[src/design/laser_scan_light_cluster_detector_assert.svh]
// assertion macros for the light cluster detector
`ifndef LASER_SCAN_LIGHT_CLUSTER_DETECTOR_ASSERT_SVH
`define LASER_SCAN_LIGHT_CLUSTER_DETECTOR_ASSERT_SVH

// same-cycle implication, inactive while reset is asserted
`define LSCD_ASSERT_IMPL(label, clk, rst_n, ante, cons) \
	label: assert property (@(posedge clk) disable iff (!rst_n) (ante) |-> (cons)) \
		else $error("assertion failed");

// next-cycle implication, inactive while reset is asserted
`define LSCD_ASSERT_NEXT(label, clk, rst_n, ante, cons) \
	label: assert property (@(posedge clk) disable iff (!rst_n) (ante) |=> (cons)) \
		else $error("assertion failed");

`endif

[src/design/lscd_pkg.sv]
// shared types, constants and the cosine table of the light cluster detector
`timescale 1ns / 1ps
package lscd_pkg;

	localparam int DIST_BITS     = 16;
	localparam int CFG_BITS      = 16;
	localparam int ANG_BITS      = 9;
	localparam int COS_FRAC_BITS = 15;
	localparam int ANGLE_STEPS   = 360;
	localparam int QUARTER       = ANGLE_STEPS / 4;
	localparam int COS_W         = COS_FRAC_BITS + 1;
	localparam int COS_IDX_W     = $clog2(QUARTER + 1);

	// serial multiplier operand width for the first pass
	localparam int MUL_W     = DIST_BITS + 1;
	localparam int MUL_P_W   = 2 * MUL_W;
	localparam int SQ_W      = 2 * DIST_BITS + 1;
	localparam int TWOAB_W   = 2 * DIST_BITS + 1;
	localparam int TC_W      = TWOAB_W + COS_W;
	localparam int TERM_W    = TC_W - COS_FRAC_BITS;
	localparam int C2_W      = ((TERM_W > SQ_W) ? TERM_W : SQ_W) + 1;

	localparam int PTS_W = 3;
	localparam logic [PTS_W-1:0] PTS_FULL = 3'd5;

	localparam logic [CFG_BITS-1:0] RST_MIN_RANGE = 16'd0;
	localparam logic [CFG_BITS-1:0] RST_MAX_RANGE = 16'hFFFF;
	localparam logic [CFG_BITS-1:0] RST_JUMP      = 16'd100;
	localparam logic [CFG_BITS-1:0] RST_DIAMETER  = 16'd80;
	localparam logic [CFG_BITS-1:0] RST_TOLERANCE = 16'd20;

	localparam logic [63:0] Q30_COS1 = 64'd1073578288;
	localparam logic [63:0] Q30_SIN1 = 64'd18739379;

	typedef enum logic [2:0] {
		REG_MIN_RANGE = 3'd0,
		REG_MAX_RANGE = 3'd1,
		REG_JUMP      = 3'd2,
		REG_DIAMETER  = 3'd3,
		REG_TOLERANCE = 3'd4
	} cfg_reg_t;

	typedef enum logic [1:0] {
		CTL_IDLE,
		CTL_EVAL,
		CTL_CHORD,
		CTL_EMIT
	} ctl_state_t;

	typedef enum logic [1:0] {
		CH_IDLE,
		CH_PROD,
		CH_TERM,
		CH_CMP
	} chord_state_t;

	typedef struct packed {
		logic                 start;
		logic [DIST_BITS-1:0] dist_a;
		logic [DIST_BITS-1:0] dist_b;
		logic [ANG_BITS-1:0]  ang_a;
		logic [ANG_BITS-1:0]  ang_b;
	} chord_req_t;

	typedef struct packed {
		logic done;
		logic match;
	} chord_rsp_t;

	typedef struct packed {
		logic             neg;
		logic [COS_W-1:0] mag;
	} cos_t;

	typedef logic [COS_W-1:0] cos_rom_t [0:QUARTER];

	// quarter-wave cosine by integer rotation in q30, then rounded to COS_FRAC_BITS
	function automatic cos_rom_t build_cos_rom();
		logic [63:0] c;
		logic [63:0] s;
		logic [63:0] p;
		logic [63:0] q;
		logic [63:0] nc;
		logic [63:0] ns;
		logic [63:0] r;
		cos_rom_t rom;
		int k;
		c = 64'd1 << 30;
		s = 64'd0;
		rom[0] = COS_W'((c + (64'd1 << (29 - COS_FRAC_BITS))) >> (30 - COS_FRAC_BITS));
		for (k = 1; k <= QUARTER; k++) begin
			p = c * Q30_COS1;
			q = s * Q30_SIN1;
			nc = (p > q) ? p - q : 64'd0;
			ns = s * Q30_COS1 + c * Q30_SIN1;
			c = (nc + (64'd1 << 29)) >> 30;
			s = (ns + (64'd1 << 29)) >> 30;
			r = (c + (64'd1 << (29 - COS_FRAC_BITS))) >> (30 - COS_FRAC_BITS);
			rom[k] = COS_W'(r);
		end
		return rom;
	endfunction

	localparam cos_rom_t COS_ROM = build_cos_rom();

	// magnitude and sign of the cosine of d, d already reduced below 360
	function automatic cos_t cos_lookup(input logic [ANG_BITS-1:0] d);
		cos_t res;
		logic [ANG_BITS-1:0] idx;
		res.neg = 1'b0;
		if (d <= ANG_BITS'(QUARTER)) begin
			idx = d;
		end else if (d <= ANG_BITS'(2 * QUARTER)) begin
			idx = ANG_BITS'(2 * QUARTER) - d;
			res.neg = 1'b1;
		end else if (d < ANG_BITS'(3 * QUARTER)) begin
			idx = d - ANG_BITS'(2 * QUARTER);
			res.neg = 1'b1;
		end else begin
			idx = ANG_BITS'(ANGLE_STEPS) - d;
		end
		res.mag = COS_ROM[idx[COS_IDX_W-1:0]];
		return res;
	endfunction

endpackage

[src/design/lscd_sermul.sv]
// bit-serial shift-add multiplier, one multiplier bit per cycle
`timescale 1ns / 1ps
module lscd_sermul #(
	parameter int XW = lscd_pkg::MUL_W,
	parameter int YW = lscd_pkg::MUL_W
) (
	input  logic            clk,
	input  logic            arst_n,
	input  logic            load,
	input  logic [XW-1:0]   x,
	input  logic [YW-1:0]   y,
	output logic            done,
	output logic [XW+YW-1:0] product
);
	import lscd_pkg::*;

	localparam int PW = XW + YW;
	localparam int CW = $clog2(YW + 1);

	logic [PW-1:0] acc_q;
	logic [PW-1:0] xs_q;
	logic [YW-1:0] ys_q;
	logic [CW-1:0] cnt_q;
	logic          done_q;

	always_ff @(posedge clk or negedge arst_n) begin
		if (!arst_n) begin
			cnt_q  <= '0;
			done_q <= 1'b0;
		end else begin
			if (load) begin
				cnt_q  <= CW'(YW);
				done_q <= 1'b0;
			end else begin
				done_q <= (cnt_q == CW'(1));
				if (cnt_q != '0) begin
					cnt_q <= cnt_q - CW'(1);
				end
			end
		end
	end

	always_ff @(posedge clk) begin
		if (load) begin
			acc_q <= '0;
			xs_q  <= PW'(x);
			ys_q  <= y;
		end else if (cnt_q != '0) begin
			if (ys_q[0]) begin
				acc_q <= acc_q + xs_q;
			end
			xs_q <= xs_q << 1;
			ys_q <= ys_q >> 1;
		end
	end

	assign done    = done_q;
	assign product = acc_q;

endmodule

[src/design/lscd_chord.sv]
// chord test between two peaks: law of cosines with bit-serial products
`timescale 1ns / 1ps
module lscd_chord (
	input  logic                           clk,
	input  logic                           arst_n,
	input  lscd_pkg::chord_req_t           req,
	input  logic [lscd_pkg::CFG_BITS-1:0]  diameter,
	input  logic [lscd_pkg::CFG_BITS-1:0]  tolerance,
	output lscd_pkg::chord_rsp_t           rsp
);
	import lscd_pkg::*;

	chord_state_t state_q, state_d;

	logic [ANG_BITS-1:0] d_q;
	logic [ANG_BITS-1:0] d_raw;
	logic [ANG_BITS-1:0] d_mod;
	cos_t                cos_v;

	logic [MUL_W-1:0]   a_ext, b_ext, hi_ext, lo_ext;
	logic [MUL_P_W-1:0] aa_p, bb_p, ab_p, hi_p, lo_p;
	logic               pass1_done, term_done, pass1_load, term_load;
	logic [TWOAB_W-1:0] two_ab;
	logic [TC_W-1:0]    tc_p;
	logic [TERM_W-1:0]  term;
	logic [SQ_W-1:0]    sq_q;
	logic [C2_W-1:0]    c2_q;
	logic [C2_W-1:0]    sq_ext, term_ext, c2_d;
	logic               lo_en;
	logic               match;

	// absolute angle difference modulo a full turn
	always_comb begin
		d_raw = (req.ang_a >= req.ang_b) ? req.ang_a - req.ang_b : req.ang_b - req.ang_a;
		d_mod = (d_raw >= ANG_BITS'(ANGLE_STEPS)) ? d_raw - ANG_BITS'(ANGLE_STEPS) : d_raw;
	end

	assign cos_v = cos_lookup(d_q);

	assign a_ext  = MUL_W'(req.dist_a);
	assign b_ext  = MUL_W'(req.dist_b);
	assign hi_ext = MUL_W'(diameter) + MUL_W'(tolerance);
	assign lo_ext = MUL_W'(diameter - tolerance);
	assign lo_en  = diameter > tolerance;

	assign pass1_load = (state_q == CH_IDLE) && req.start;
	assign term_load  = (state_q == CH_PROD) && pass1_done;

	lscd_sermul #(.XW(MUL_W), .YW(MUL_W)) u_mul_aa (
		.clk(clk), .arst_n(arst_n), .load(pass1_load),
		.x(a_ext), .y(a_ext), .done(pass1_done), .product(aa_p)
	);
	lscd_sermul #(.XW(MUL_W), .YW(MUL_W)) u_mul_bb (
		.clk(clk), .arst_n(arst_n), .load(pass1_load),
		.x(b_ext), .y(b_ext), .done(), .product(bb_p)
	);
	lscd_sermul #(.XW(MUL_W), .YW(MUL_W)) u_mul_ab (
		.clk(clk), .arst_n(arst_n), .load(pass1_load),
		.x(a_ext), .y(b_ext), .done(), .product(ab_p)
	);
	lscd_sermul #(.XW(MUL_W), .YW(MUL_W)) u_mul_hi (
		.clk(clk), .arst_n(arst_n), .load(pass1_load),
		.x(hi_ext), .y(hi_ext), .done(), .product(hi_p)
	);
	lscd_sermul #(.XW(MUL_W), .YW(MUL_W)) u_mul_lo (
		.clk(clk), .arst_n(arst_n), .load(pass1_load),
		.x(lo_ext), .y(lo_ext), .done(), .product(lo_p)
	);

	assign two_ab = {ab_p[2*DIST_BITS-1:0], 1'b0};

	// second pass: 2ab times the cosine magnitude
	lscd_sermul #(.XW(TWOAB_W), .YW(COS_W)) u_mul_term (
		.clk(clk), .arst_n(arst_n), .load(term_load),
		.x(two_ab), .y(cos_v.mag), .done(term_done), .product(tc_p)
	);

	assign term     = tc_p[TC_W-1:COS_FRAC_BITS];
	assign sq_ext   = C2_W'(sq_q);
	assign term_ext = C2_W'(term);

	always_comb begin
		if (cos_v.neg) begin
			c2_d = sq_ext + term_ext;
		end else if (sq_ext > term_ext) begin
			c2_d = sq_ext - term_ext;
		end else begin
			c2_d = '0;
		end
	end

	assign match = !(c2_q > C2_W'(hi_p)) && !(lo_en && (c2_q < C2_W'(lo_p)));

	always_ff @(posedge clk or negedge arst_n) begin
		if (!arst_n) begin
			state_q <= CH_IDLE;
		end else begin
			state_q <= state_d;
		end
	end

	always_ff @(posedge clk) begin
		if (pass1_load) begin
			d_q <= d_mod;
		end
		if (term_load) begin
			sq_q <= SQ_W'(aa_p) + SQ_W'(bb_p);
		end
		if ((state_q == CH_TERM) && term_done) begin
			c2_q <= c2_d;
		end
	end

	always_comb begin
		state_d = state_q;
		unique case (state_q)
			CH_IDLE: if (req.start) state_d = CH_PROD;
			CH_PROD: if (pass1_done) state_d = CH_TERM;
			CH_TERM: if (term_done) state_d = CH_CMP;
			CH_CMP:  state_d = CH_IDLE;
			default: state_d = CH_IDLE;
		endcase
	end

	always_comb begin
		rsp.done  = (state_q == CH_CMP);
		rsp.match = (state_q == CH_CMP) && match;
	end

endmodule

[src/design/laser_scan_light_cluster_detector.sv]
// top level: reading window, peak detection, result register and configuration
// an item that ends its scan without a chord test passes the eval and emit states into the result register
// items are taken one at a time: the next waits until control is back in idle
// the chord test runs two bit-serial multiply passes of 17 and 16 steps
// async active-low reset clears control state and loads register defaults
// no clearing pass: the window refills from the first reading of every scan
`timescale 1ns / 1ps
`include "laser_scan_light_cluster_detector_assert.svh"
module laser_scan_light_cluster_detector (
	input  logic                            clk,
	input  logic                            arst_n,
	input  logic                            cfg_write_en,
	input  logic [2:0]                      cfg_index,
	input  logic [lscd_pkg::CFG_BITS-1:0]   cfg_data,
	input  logic                            item_valid,
	output logic                            item_stall,
	input  logic [lscd_pkg::DIST_BITS-1:0]  distance_mm,
	input  logic                            reading_finite,
	input  logic [lscd_pkg::ANG_BITS-1:0]   angle_deg,
	input  logic                            first_in_scan,
	input  logic                            last_in_scan,
	output logic                            result_valid,
	input  logic                            result_stall,
	output logic                            light_found,
	output logic [lscd_pkg::ANG_BITS-1:0]   light_angle_deg,
	output logic [lscd_pkg::DIST_BITS-1:0]  light_distance_mm,
	output logic                            scan_done,
	output logic                            too_few_points
);
	import lscd_pkg::*;

	// configuration registers
	logic [CFG_BITS-1:0] min_range_q, max_range_q, jump_q, diameter_q, tolerance_q;

	ctl_state_t state_q, state_d;

	// captured item
	logic [DIST_BITS-1:0] dist_s1;
	logic [ANG_BITS-1:0]  ang_s1;
	logic                 ok_s1, first_s1, last_s1;

	// five-reading window: four stored readings plus the one in hand
	logic [DIST_BITS-1:0] win_dist_q [4];
	logic [ANG_BITS-1:0]  win_ang_q  [4];
	logic [3:0]           win_ok_q;

	// previous peak
	logic [DIST_BITS-1:0] peak_dist_q;
	logic [ANG_BITS-1:0]  peak_ang_q;
	logic                 peak_ok_q;

	logic [PTS_W-1:0] pts_q;

	// pending result
	logic                 found_q, last_q, few_q;
	logic [ANG_BITS-1:0]  f_ang_q;
	logic [DIST_BITS-1:0] f_dist_q;

	// result register
	logic                 res_valid_q, res_found_q, res_done_q, res_few_q;
	logic [ANG_BITS-1:0]  res_ang_q;
	logic [DIST_BITS-1:0] res_dist_q;

	logic                 accept, in_ok;
	logic                 scan_start, jump, is_peak, do_test, emit_fire;
	logic [PTS_W-1:0]     pts_inc;
	logic [DIST_BITS-1:0] jump_diff;
	logic [ANG_BITS:0]    ang_sum;
	logic [DIST_BITS:0]   dist_sum;

	chord_req_t chord_req;
	chord_rsp_t chord_rsp;

	assign accept = item_valid && !item_stall;
	assign in_ok  = reading_finite && (distance_mm > min_range_q) && (distance_mm < max_range_q);

	// register writes, indexes beyond the list are dropped
	always_ff @(posedge clk or negedge arst_n) begin
		if (!arst_n) begin
			min_range_q <= RST_MIN_RANGE;
			max_range_q <= RST_MAX_RANGE;
			jump_q      <= RST_JUMP;
			diameter_q  <= RST_DIAMETER;
			tolerance_q <= RST_TOLERANCE;
		end else if (cfg_write_en) begin
			unique case (cfg_index)
				REG_MIN_RANGE: min_range_q <= cfg_data;
				REG_MAX_RANGE: max_range_q <= cfg_data;
				REG_JUMP:      jump_q      <= cfg_data;
				REG_DIAMETER:  diameter_q  <= cfg_data;
				REG_TOLERANCE: tolerance_q <= cfg_data;
				default: ;
			endcase
		end
	end

	// peak decision on the middle reading (window slot 2)
	always_comb begin
		scan_start = first_s1 || (pts_q == '0);
		if (scan_start) begin
			pts_inc = PTS_W'(1);
		end else if (pts_q < PTS_FULL) begin
			pts_inc = pts_q + PTS_W'(1);
		end else begin
			pts_inc = PTS_FULL;
		end
		jump_diff = (win_dist_q[1] > win_dist_q[2]) ? win_dist_q[1] - win_dist_q[2]
		                                            : win_dist_q[2] - win_dist_q[1];
		// an invalid predecessor counts as a jump
		jump = !win_ok_q[1] || (jump_diff > jump_q);
		is_peak = !scan_start && (pts_inc == PTS_FULL) && win_ok_q[2]
		          && (jump || (!win_ok_q[1] && !win_ok_q[0]) || (!win_ok_q[3] && !ok_s1));
		do_test = is_peak && peak_ok_q;
		// midpoint and mean use the previous peak before it is replaced
		ang_sum  = {1'b0, win_ang_q[2]} + {1'b0, peak_ang_q};
		dist_sum = {1'b0, win_dist_q[2]} + {1'b0, peak_dist_q};
	end

	always_comb begin
		chord_req.start  = (state_q == CTL_EVAL) && do_test;
		chord_req.dist_a = peak_dist_q;
		chord_req.dist_b = win_dist_q[2];
		chord_req.ang_a  = win_ang_q[2];
		chord_req.ang_b  = peak_ang_q;
	end

	lscd_chord u_chord (
		.clk(clk),
		.arst_n(arst_n),
		.req(chord_req),
		.diameter(diameter_q),
		.tolerance(tolerance_q),
		.rsp(chord_rsp)
	);

	// result register frees as soon as the held item is taken
	assign emit_fire = (state_q == CTL_EMIT) && (!res_valid_q || !result_stall);

	always_comb begin
		state_d = state_q;
		unique case (state_q)
			CTL_IDLE: begin
				if (accept) state_d = CTL_EVAL;
			end
			CTL_EVAL: begin
				if (do_test) state_d = CTL_CHORD;
				else if (last_s1) state_d = CTL_EMIT;
				else state_d = CTL_IDLE;
			end
			CTL_CHORD: begin
				if (chord_rsp.done) begin
					state_d = (chord_rsp.match || last_q) ? CTL_EMIT : CTL_IDLE;
				end
			end
			CTL_EMIT: begin
				if (emit_fire) state_d = CTL_IDLE;
			end
			default: state_d = CTL_IDLE;
		endcase
	end

	always_comb begin
		item_stall = (state_q != CTL_IDLE);
	end

	always_ff @(posedge clk or negedge arst_n) begin
		if (!arst_n) begin
			state_q     <= CTL_IDLE;
			pts_q       <= '0;
			win_ok_q    <= '0;
			peak_ok_q   <= 1'b0;
			found_q     <= 1'b0;
			res_valid_q <= 1'b0;
		end else begin
			state_q <= state_d;
			if (state_q == CTL_EVAL) begin
				pts_q    <= last_s1 ? '0 : pts_inc;
				win_ok_q <= {ok_s1, win_ok_q[3:1]};
				found_q  <= 1'b0;
				if (scan_start) begin
					peak_ok_q <= ok_s1;
				end else if (is_peak) begin
					peak_ok_q <= 1'b1;
				end
			end
			if ((state_q == CTL_CHORD) && chord_rsp.done) begin
				found_q <= chord_rsp.match;
			end
			if (emit_fire) begin
				res_valid_q <= 1'b1;
			end else if (!result_stall) begin
				res_valid_q <= 1'b0;
			end
		end
	end

	always_ff @(posedge clk) begin
		if (accept) begin
			dist_s1  <= distance_mm;
			ang_s1   <= angle_deg;
			ok_s1    <= in_ok;
			first_s1 <= first_in_scan;
			last_s1  <= last_in_scan;
		end
		if (state_q == CTL_EVAL) begin
			// window shift line, newest reading into slot 3
			win_dist_q[0] <= win_dist_q[1];
			win_dist_q[1] <= win_dist_q[2];
			win_dist_q[2] <= win_dist_q[3];
			win_dist_q[3] <= ok_s1 ? dist_s1 : '0;
			win_ang_q[0]  <= win_ang_q[1];
			win_ang_q[1]  <= win_ang_q[2];
			win_ang_q[2]  <= win_ang_q[3];
			win_ang_q[3]  <= ang_s1;
			if (scan_start) begin
				peak_dist_q <= ok_s1 ? dist_s1 : '0;
				peak_ang_q  <= ang_s1;
			end else if (is_peak) begin
				peak_dist_q <= win_dist_q[2];
				peak_ang_q  <= win_ang_q[2];
			end
			f_ang_q  <= ang_sum[ANG_BITS:1];
			f_dist_q <= dist_sum[DIST_BITS:1];
			last_q   <= last_s1;
			few_q    <= last_s1 && (pts_inc != PTS_FULL);
		end
		if (emit_fire) begin
			res_found_q <= found_q;
			res_ang_q   <= found_q ? f_ang_q : '0;
			res_dist_q  <= found_q ? f_dist_q : '0;
			res_done_q  <= last_q;
			res_few_q   <= few_q;
		end
	end

	assign result_valid      = res_valid_q;
	assign light_found       = res_found_q;
	assign light_angle_deg   = res_ang_q;
	assign light_distance_mm = res_dist_q;
	assign scan_done         = res_done_q;
	assign too_few_points    = res_few_q;

	// a result without a light is only ever the scan end marker
	`LSCD_ASSERT_IMPL(a_empty_result_ends_scan, clk, arst_n, result_valid && !light_found, scan_done)
	// a short scan never reaches a chord test, so it reports no light
	`LSCD_ASSERT_IMPL(a_short_scan_no_light, clk, arst_n, result_valid && too_few_points, !light_found && scan_done)
	// the reading counter saturates at the full window
	`LSCD_ASSERT_IMPL(a_points_saturate, clk, arst_n, 1'b1, pts_q <= PTS_FULL)
	// one item at a time: the block is busy right after taking an item
	`LSCD_ASSERT_NEXT(a_busy_after_accept, clk, arst_n, item_valid && !item_stall, item_stall)

endmodule

[config.mk]
export PLATFORM = sky130hd
export DESIGN_NAME = laser_scan_light_cluster_detector
export DESIGN_NICKNAME = d
export VERILOG_FILES = /design/src/design/lscd_pkg.sv /design/src/design/lscd_sermul.sv /design/src/design/lscd_chord.sv /design/src/design/laser_scan_light_cluster_detector.sv
export VERILOG_INCLUDE_DIRS = /design/src /design/src/design
export SDC_FILE = /design/constraint.sdc
export NUM_CORES = 2
export LEC_CHECK = 0
export ABC_AREA = 1
export BUFFER_PORTS_ARGS = -buffer_cell sky130_fd_sc_hd__buf_2
export CELL_PAD_IN_SITES_DETAIL_PLACEMENT = 0
export CELL_PAD_IN_SITES_GLOBAL_PLACEMENT = 1
export CORE_MARGIN = 2
export CORE_UTILIZATION = 45
export CTS_CLUSTER_DIAMETER = 80
export DETAILED_ROUTE_END_ITERATION = 10
export GPL_TIMING_DRIVEN = 0
export PLACE_DENSITY = 0.74
export SYNTH_ARGS = -nofsm -noshare
export SYNTH_HDL_FRONTEND = slang
export SYNTH_SLANG_ARGS = --single-unit
[constraint.sdc]
create_clock -name clk -period 6.67 [get_ports clk]
set_clock_uncertainty 0.1 [all_clocks]
set_input_delay 1.334 -clock clk [delete_from_list [all_inputs] [get_ports clk]]
set_output_delay 1.334 -clock clk [all_outputs]
set_load 0.03 [all_outputs]
Word-level counts from Yosys, hierarchy flattened --
Memories as Yosys holds them, arrays and structs flattened. Index checks and enable logic that the tools add are counted.
Operators by class: equal/unequal tests 21, mux-type cells 78, magnitude comparators 15, bitwise logic cells 1, add/sub/neg operators 28, reduce and logical (&&, ||, !) cells 68
Operators by type and width (count):
- $mux W16 | 20
- $add A34 B34 Y34 | 5
- $mux W17 | 8
- $mux W35 | 2
- $mux W33 | 2
- $gt A16 B16 Y1 | 4
- $mux W5 | 12
- $add A49 B49 Y49 | 1
- $mux W9 | 4
- $add A33 B34 Y35 | 1
- $gt A35 B34 Y1 | 1
- $lt A35 B34 Y1 | 1
- $sub A33 B34 Y35 | 1
- $add A16 B16 Y17 | 2
- $gt A33 B34 Y1 | 1
- $add A33 B33 Y33 | 1
- $sub A16 B16 Y16 | 2
- $reduce_bool A5 Y1 | 6
- $sub A5 B1 Y5 const B | 6
- $reduce_and A2 Y1 | 12
- $mux W7 | 3
- $logic_and A1 B1 Y1 | 19
- $mux W2 | 9
- $reduce_bool A2 Y1 | 9
- other kinds (34) | 79
Word-level totals: bits in writable memories 100, memories kept 3, bits in read-only memories 2048, register bits after elaboration 846, word-level logic and storage cells 277
Memory list:
- (no name shown) | words 128, bits a word 16, rd ports 1, clocked after Yosys merged registers in 0, wr ports 0, RTL line lscd_pkg.sv:122 | res.mag = COS_ROM[idx[COS_IDX_W-1:0]];
- win_dist_q | words 4, bits a word 16, rd ports 3, clocked after Yosys merged registers in 0, wr ports 4, RTL line laser_scan_light_cluster_detector.sv:43 | logic [DIST_BITS-1:0] win_dist_q [4];
- win_ang_q | words 4, bits a word 9, rd ports 3, clocked after Yosys merged registers in 0, wr ports 4, RTL line laser_scan_light_cluster_detector.sv:44 | logic [ANG_BITS-1:0] win_ang_q [4];

Logic depth before layout (Yosys ltp) --
An unclocked memory read counts as a cell.
word-level depth 12, gate-level depth with buffers 32, depth with buffers taken out 29

Hierarchy --
Synthesis repeated with hierarchy kept, for this count alone.
Unflattened totals: cell total of the unflattened synthesis 9682, area total of the unflattened synthesis 68171.6 sq um
Modules (own cells, without submodules):
- lscd_chord | cells each 2388, seq. area each 2362.3 sq um, area an instance 15483.6 sq um, instances 1
- laser_scan_light_cluster_detector | cells each 1392, seq. area each 7531.0 sq um, area an instance 13514.2 sq um, instances 1
- lscd_sermul at u_chord.u_mul_aa ... | cells each 880, seq. area each 2192.1 sq um, area an instance 6017.0 sq um, instances 2
- lscd_sermul at u_chord.u_mul_hi ... | cells each 878, seq. area each 2192.1 sq um, area an instance 5972.0 sq um, instances 2
- lscd_sermul at u_chord.u_mul_term | cells each 1506, seq. area each 2922.8 sq um, area an instance 9202.6 sq um, instances 1
- lscd_sermul at u_chord.u_mul_bb | cells each 880, seq. area each 2192.1 sq um, area an instance 5993.2 sq um, instances 1

Worst setup path after synthesis --
OpenSTA, ideal clock, no wires.
kind reg2reg, from memory win_dist_q[2][1], to register u_chord.u_mul_hi.xs_q[0], enable pin, data required time 6.178 ns, period minus slack after synthesis 5.282 ns, arrival time 4.790 ns, stages on the path, launching flop included 29, setup time 0.392 ns, setup slack 1.388 ns, cells stage by stage edfxtp_1 -> inv_1 -> fa_1 -> nand3_1 -> nand2_1 -> a21oi_1 -> o21ai_0 -> nand2_1 -> nand2_1 -> nand2_1 -> clkbuf_1 -> mux2_2 -> xnor2_1 -> inv_1 -> ha_1 -> nand2_1 -> inv_1 -> nand3_1 -> nor3_1 -> nand2_1 -> o211ai_1 -> nand2_1 -> nand2_1 -> nand4_2 -> nor2_4 -> inv_2 -> buf_2 -> buf_2 -> nand2_1
RTL lines:
- from (decl) | RTL line laser_scan_light_cluster_detector.sv:43
- to (signal assigned) | RTL line lscd_sermul.sv:46 | xs_q <= PW'(x);
- to (signal assigned) | RTL line lscd_sermul.sv:52 | xs_q <= xs_q << 1;
- to (decl) | RTL line lscd_sermul.sv:21 | logic [PW-1:0] xs_q;

==> flow_summary.yaml <==
min_path:
  hp-class: "flip-flop to flip-flop"
  holdPathStages: 0
  hold_end: "win_ang_q[2][7]$_DFFE_PP_"
  hold_start: "win_ang_q[3][7]$_DFFE_PP_"
yosys:
  syn_avg_cell_area_sq_um: 7.571
  synth_warnings: 0
  synth-adder-area-share_pct: 12.20
  synth_cells: 8063
  syn_area_sq_mm: 0.06105
  synth_top_area_share_pct: 22.77
  ys.flop_type: "edfxtp_1"
  ys_types: 62
  synth_top_family_by_area: "simple AND/OR/NAND/NOR gates"
  muxShareOfSynthArea_pct: 0.1947
  async_flop_share_pct: 13.86
  synth_xor_area_share_pct: 3.372
  syn_nets: 8700
  netlist_top_cells_area: "edfxtp_1 (23%), nand2_1 (13%), ha_1 (12%), dfxtp_1 (10%), a21oi_1 (6.8%)"
  synth_edf_count: 463
  synth_top_area_cell: "edfxtp_1"
  synthSimpleGateAreaFrac_pct: 22.51
  ys_seq_area_share_pct: 38.24
  ys_ff_latch: 902
  synth-compound-area-share_pct: 15.93
global_route:
  grt_antenna_before_repair: 9
  grt_pass1_wl_mm: 318.2
  grt_max_degree: 94
  grt_pass1_vias: 52220
  grt_overflow: 0
  grt_usage_pct: 30.13
die:
  io_pins: 82
  die_w_um: 372.3
  num_rows: 135
  die_area_sq_mm: 0.1386
  die_h_um: 372.3
  fp.coreArea_sq_mm: 0.1351
  initial_core_util_pct: 45.18
routing:
  drtAntennaViolNets: 0
  dr.pass1.iters: 6
  drtIter0Drc: 4592
  wirelength_mm: 212.2
  wl_per_cell_um: 20.94
  via_count: 55230
  drcViolationCount: 0
  viasPerCell: 5.450
power_and_ir_drop:
  p_comb_share_pct: 57.2
  p_int_mw: 19.64
  power_switching_share_pct: 49.60
  leakagePower_nw: 32.17
  clock_power_share_pct: 15.6
  peakVddDrop_mv: 0.3272
  p_seq_share_pct: 27.2
  p_sw_mw: 19.33
  total_power_mw: 38.97
  cellPowerDensity_mw_per_mm2: 576.2
sta:
  min_period_ns: 6.254
  rsz0062_at_grt: "false"
  worst_pin_slew_ns: 1.230
  max_freq_mhz: 159.9
  holdWs_ns: 0.3163
  hold_viol_final: 0
  fin_crit_sh_pct: 93.76
  final-setup-viol-count: 0
  relSlewSlack_pct: 17.92
  slew_violations: 0
finish:
  seq_area_sq_mm: 0.02335
  drive_gt1_share_pct: 5.522
  nets: 8894
  area_growth_pct: 10.80
  fin_area_sq_mm: 0.06764
  final_common_cell: "nand2_1"
  fill_cells: 13660
  final_cell_mix: "nand2_1 (2055), inv_1 (956), a21oi_1 (830)"
  multiInputGateArea_sq_mm: 0.03319
critical_path:
  reg2reg_depth: 28
  arrival_ns: 6.51
  reg2reg_slack_ns: 0.42
  r2r-start: "win_dist_q[2][1]$_DFFE_PP_"
  cp_slowest_cell: "edfxtp_1"
  endpoint_kind: "flip-flop"
  setup.worst_path.class: "flip-flop to flip-flop"
  startpoint: "win_dist_q[2][1]$_DFFE_PP_"
  worstReg2RegEnd: "u_chord.u_mul_lo.ys_q[9]$_DFFE_PP_"
  startpoint_type: "flip-flop"
  slowest_delay_ns: 0.58
  cp_data_required_time_ns: 6.93
  cpMostUsedCell: "nand2_1"
  path_max_fanout: 34
cts:
  cts_sinks: 902
  path_clk_slew_ns: 0.06
  numCtsBuffers: 104
  cts_tree: "yes"
  cts_max_path_buffers: 3
  clk_latency_ns: 0.76
  htree_levels: 3
  cts-root-buf: "clkbuf_16"
  ctsHoldBuffers: 0
placed_design:
  hpwl_mm: 170.6
  place.gp.congestion: 0.9533
  placed_cell_area_sq_mm: 0.06384
  port_buffers: 81
run_status:
  outcome: "completed"
flow_run:
  maxCapViolCount: 0
[worst max-delay path by stage]
stage / endpoint / slack (ns) / cells past startpoint
finish: u_chord.u_mul_lo.ys_q[9]$_DFFE_PP_ / 0.42 / 28
global route: u_chord.u_mul_hi.ys_q[11]$_DFFE_PP_ / 0.005 / 28
CTS: u_chord.u_mul_hi.xs_q[10]$_DFFE_PP_ / 0.09 / 28
detailed placement: u_chord.u_mul_ab.ys_q[10]$_DFFE_PP_ / -0.98 / 28
global placement: u_chord.u_mul_lo.ys_q[9]$_DFFE_PP_ / -1.05 / 28
floorplan: u_chord.u_mul_hi.xs_q[0]$_SDFFCE_PN0P_ / 1.39 / 28
[worst max-delay path: cells and delay by family, from the launching register on]
kind                       cells  cell delay, ns
AOI/OAI and AO/OA              3            0.57
xor gates and xnor gates       1            0.17
adders and majority gates      2            0.77
buffers and inverters          7            1.35
DFF                            1            0.58
muxes                          1            0.38
and+or+nand+nor               14            1.85
[cell families (layout without fill, tap and decap cells)]
family,after synthesis,count (layout)
mux,11,11
other cells,0,3
simple gates,3378,3378
xor+xnor,235,235
fa+ha+maj,585,585
flops,902,902
compound gates,1758,1758
buf+inv,1194,1480
[area by class of cell]
type                       count  area share [%]
antenna                        3         0.01110
buffer                       218           1.426
timing repair buffer          88          0.8305
inverter                     976           5.416
clock inverter                56           1.060
sequential                   902           34.51
tap                         1781           3.294
multi-input combinational   5967           49.07
clock buffer                 142           4.380
[synth_stat cells (9+ instances only)]
master	number
inv_1	957
nor2_1	675
fa_1	17
dfrtp_1	102
a31oi_1	31
a21o_1	58
xor2_1	190
o22ai_1	32
nand4_1	68
inv_2	10
nor3_1	87
o21ai_1	14
dfstp_2	23
clkinv_1	9
a221oi_1	9
a21oi_1	831
nand2_1	2060
xnor2_1	45
a211oi_1	51
nand3b_1	20
ha_1	568
buf_4	9
a21boi_0	30
or2_2	44
o21a_1	27
clkbuf_1	135
o21bai_1	48
nor4_1	21
dfxtp_1	314
nand3_1	389
o211ai_1	35
o21ai_0	542
buf_2	70
edfxtp_1	463
o221ai_1	11
[through the flow]
step	TNS [ns]	cells	setup WS (ns)	utilization, %
final	0	10130	0.4164	50.06
after global placement	-154.78	9925	-1.054	47.13
after detailed placement	-124.02	9930	-0.9831	47.24
after global routing	0	10130	0.005134	50.05
after CTS	0	10130	0.09299	50.03
after floorplan	0	8063	1.389	-
[power groups by stage]
stage,sequential [mW],clock [mW],combinational (mW)
after global routing,10.8,6.40,25.0
after global placement,10.7,0,21.7
after detailed placement,10.7,0,21.9
after CTS,10.6,6.19,22.1
after floorplan,9.87,0,15.6
final,10.6,6.07,22.3
[metal layers]
metal  global-route usage, %  up-vias  wire [um]
met3                   2.829      234       9876
li1                        -    27400          -
met4                   7.669        0       4692
met2                   49.56     1348      98190
met5                       0        -          0
met1                   42.43    26250      99440
[sequential cells by signal, indices dropped and copies added (netlist names), 34 cells and up]
register and count:
win_dist_q 48, u_chord.u_mul_term.product 48, u_chord.c2_q 35, u_chord.u_mul_term.xs_q 48, u_chord.u_mul_lo.xs_q 34, u_chord.u_mul_hi.xs_q 34
u_chord.u_mul_lo.product 34, u_chord.u_mul_hi.product 34
[what timing repair did]
item,in CTS,in global routing
endpoints found under the setup margin,164,260
buffers inserted,1,0
gates resized for setup,15,5
pin swaps,1,0
(Power assumes the default switching activity.)
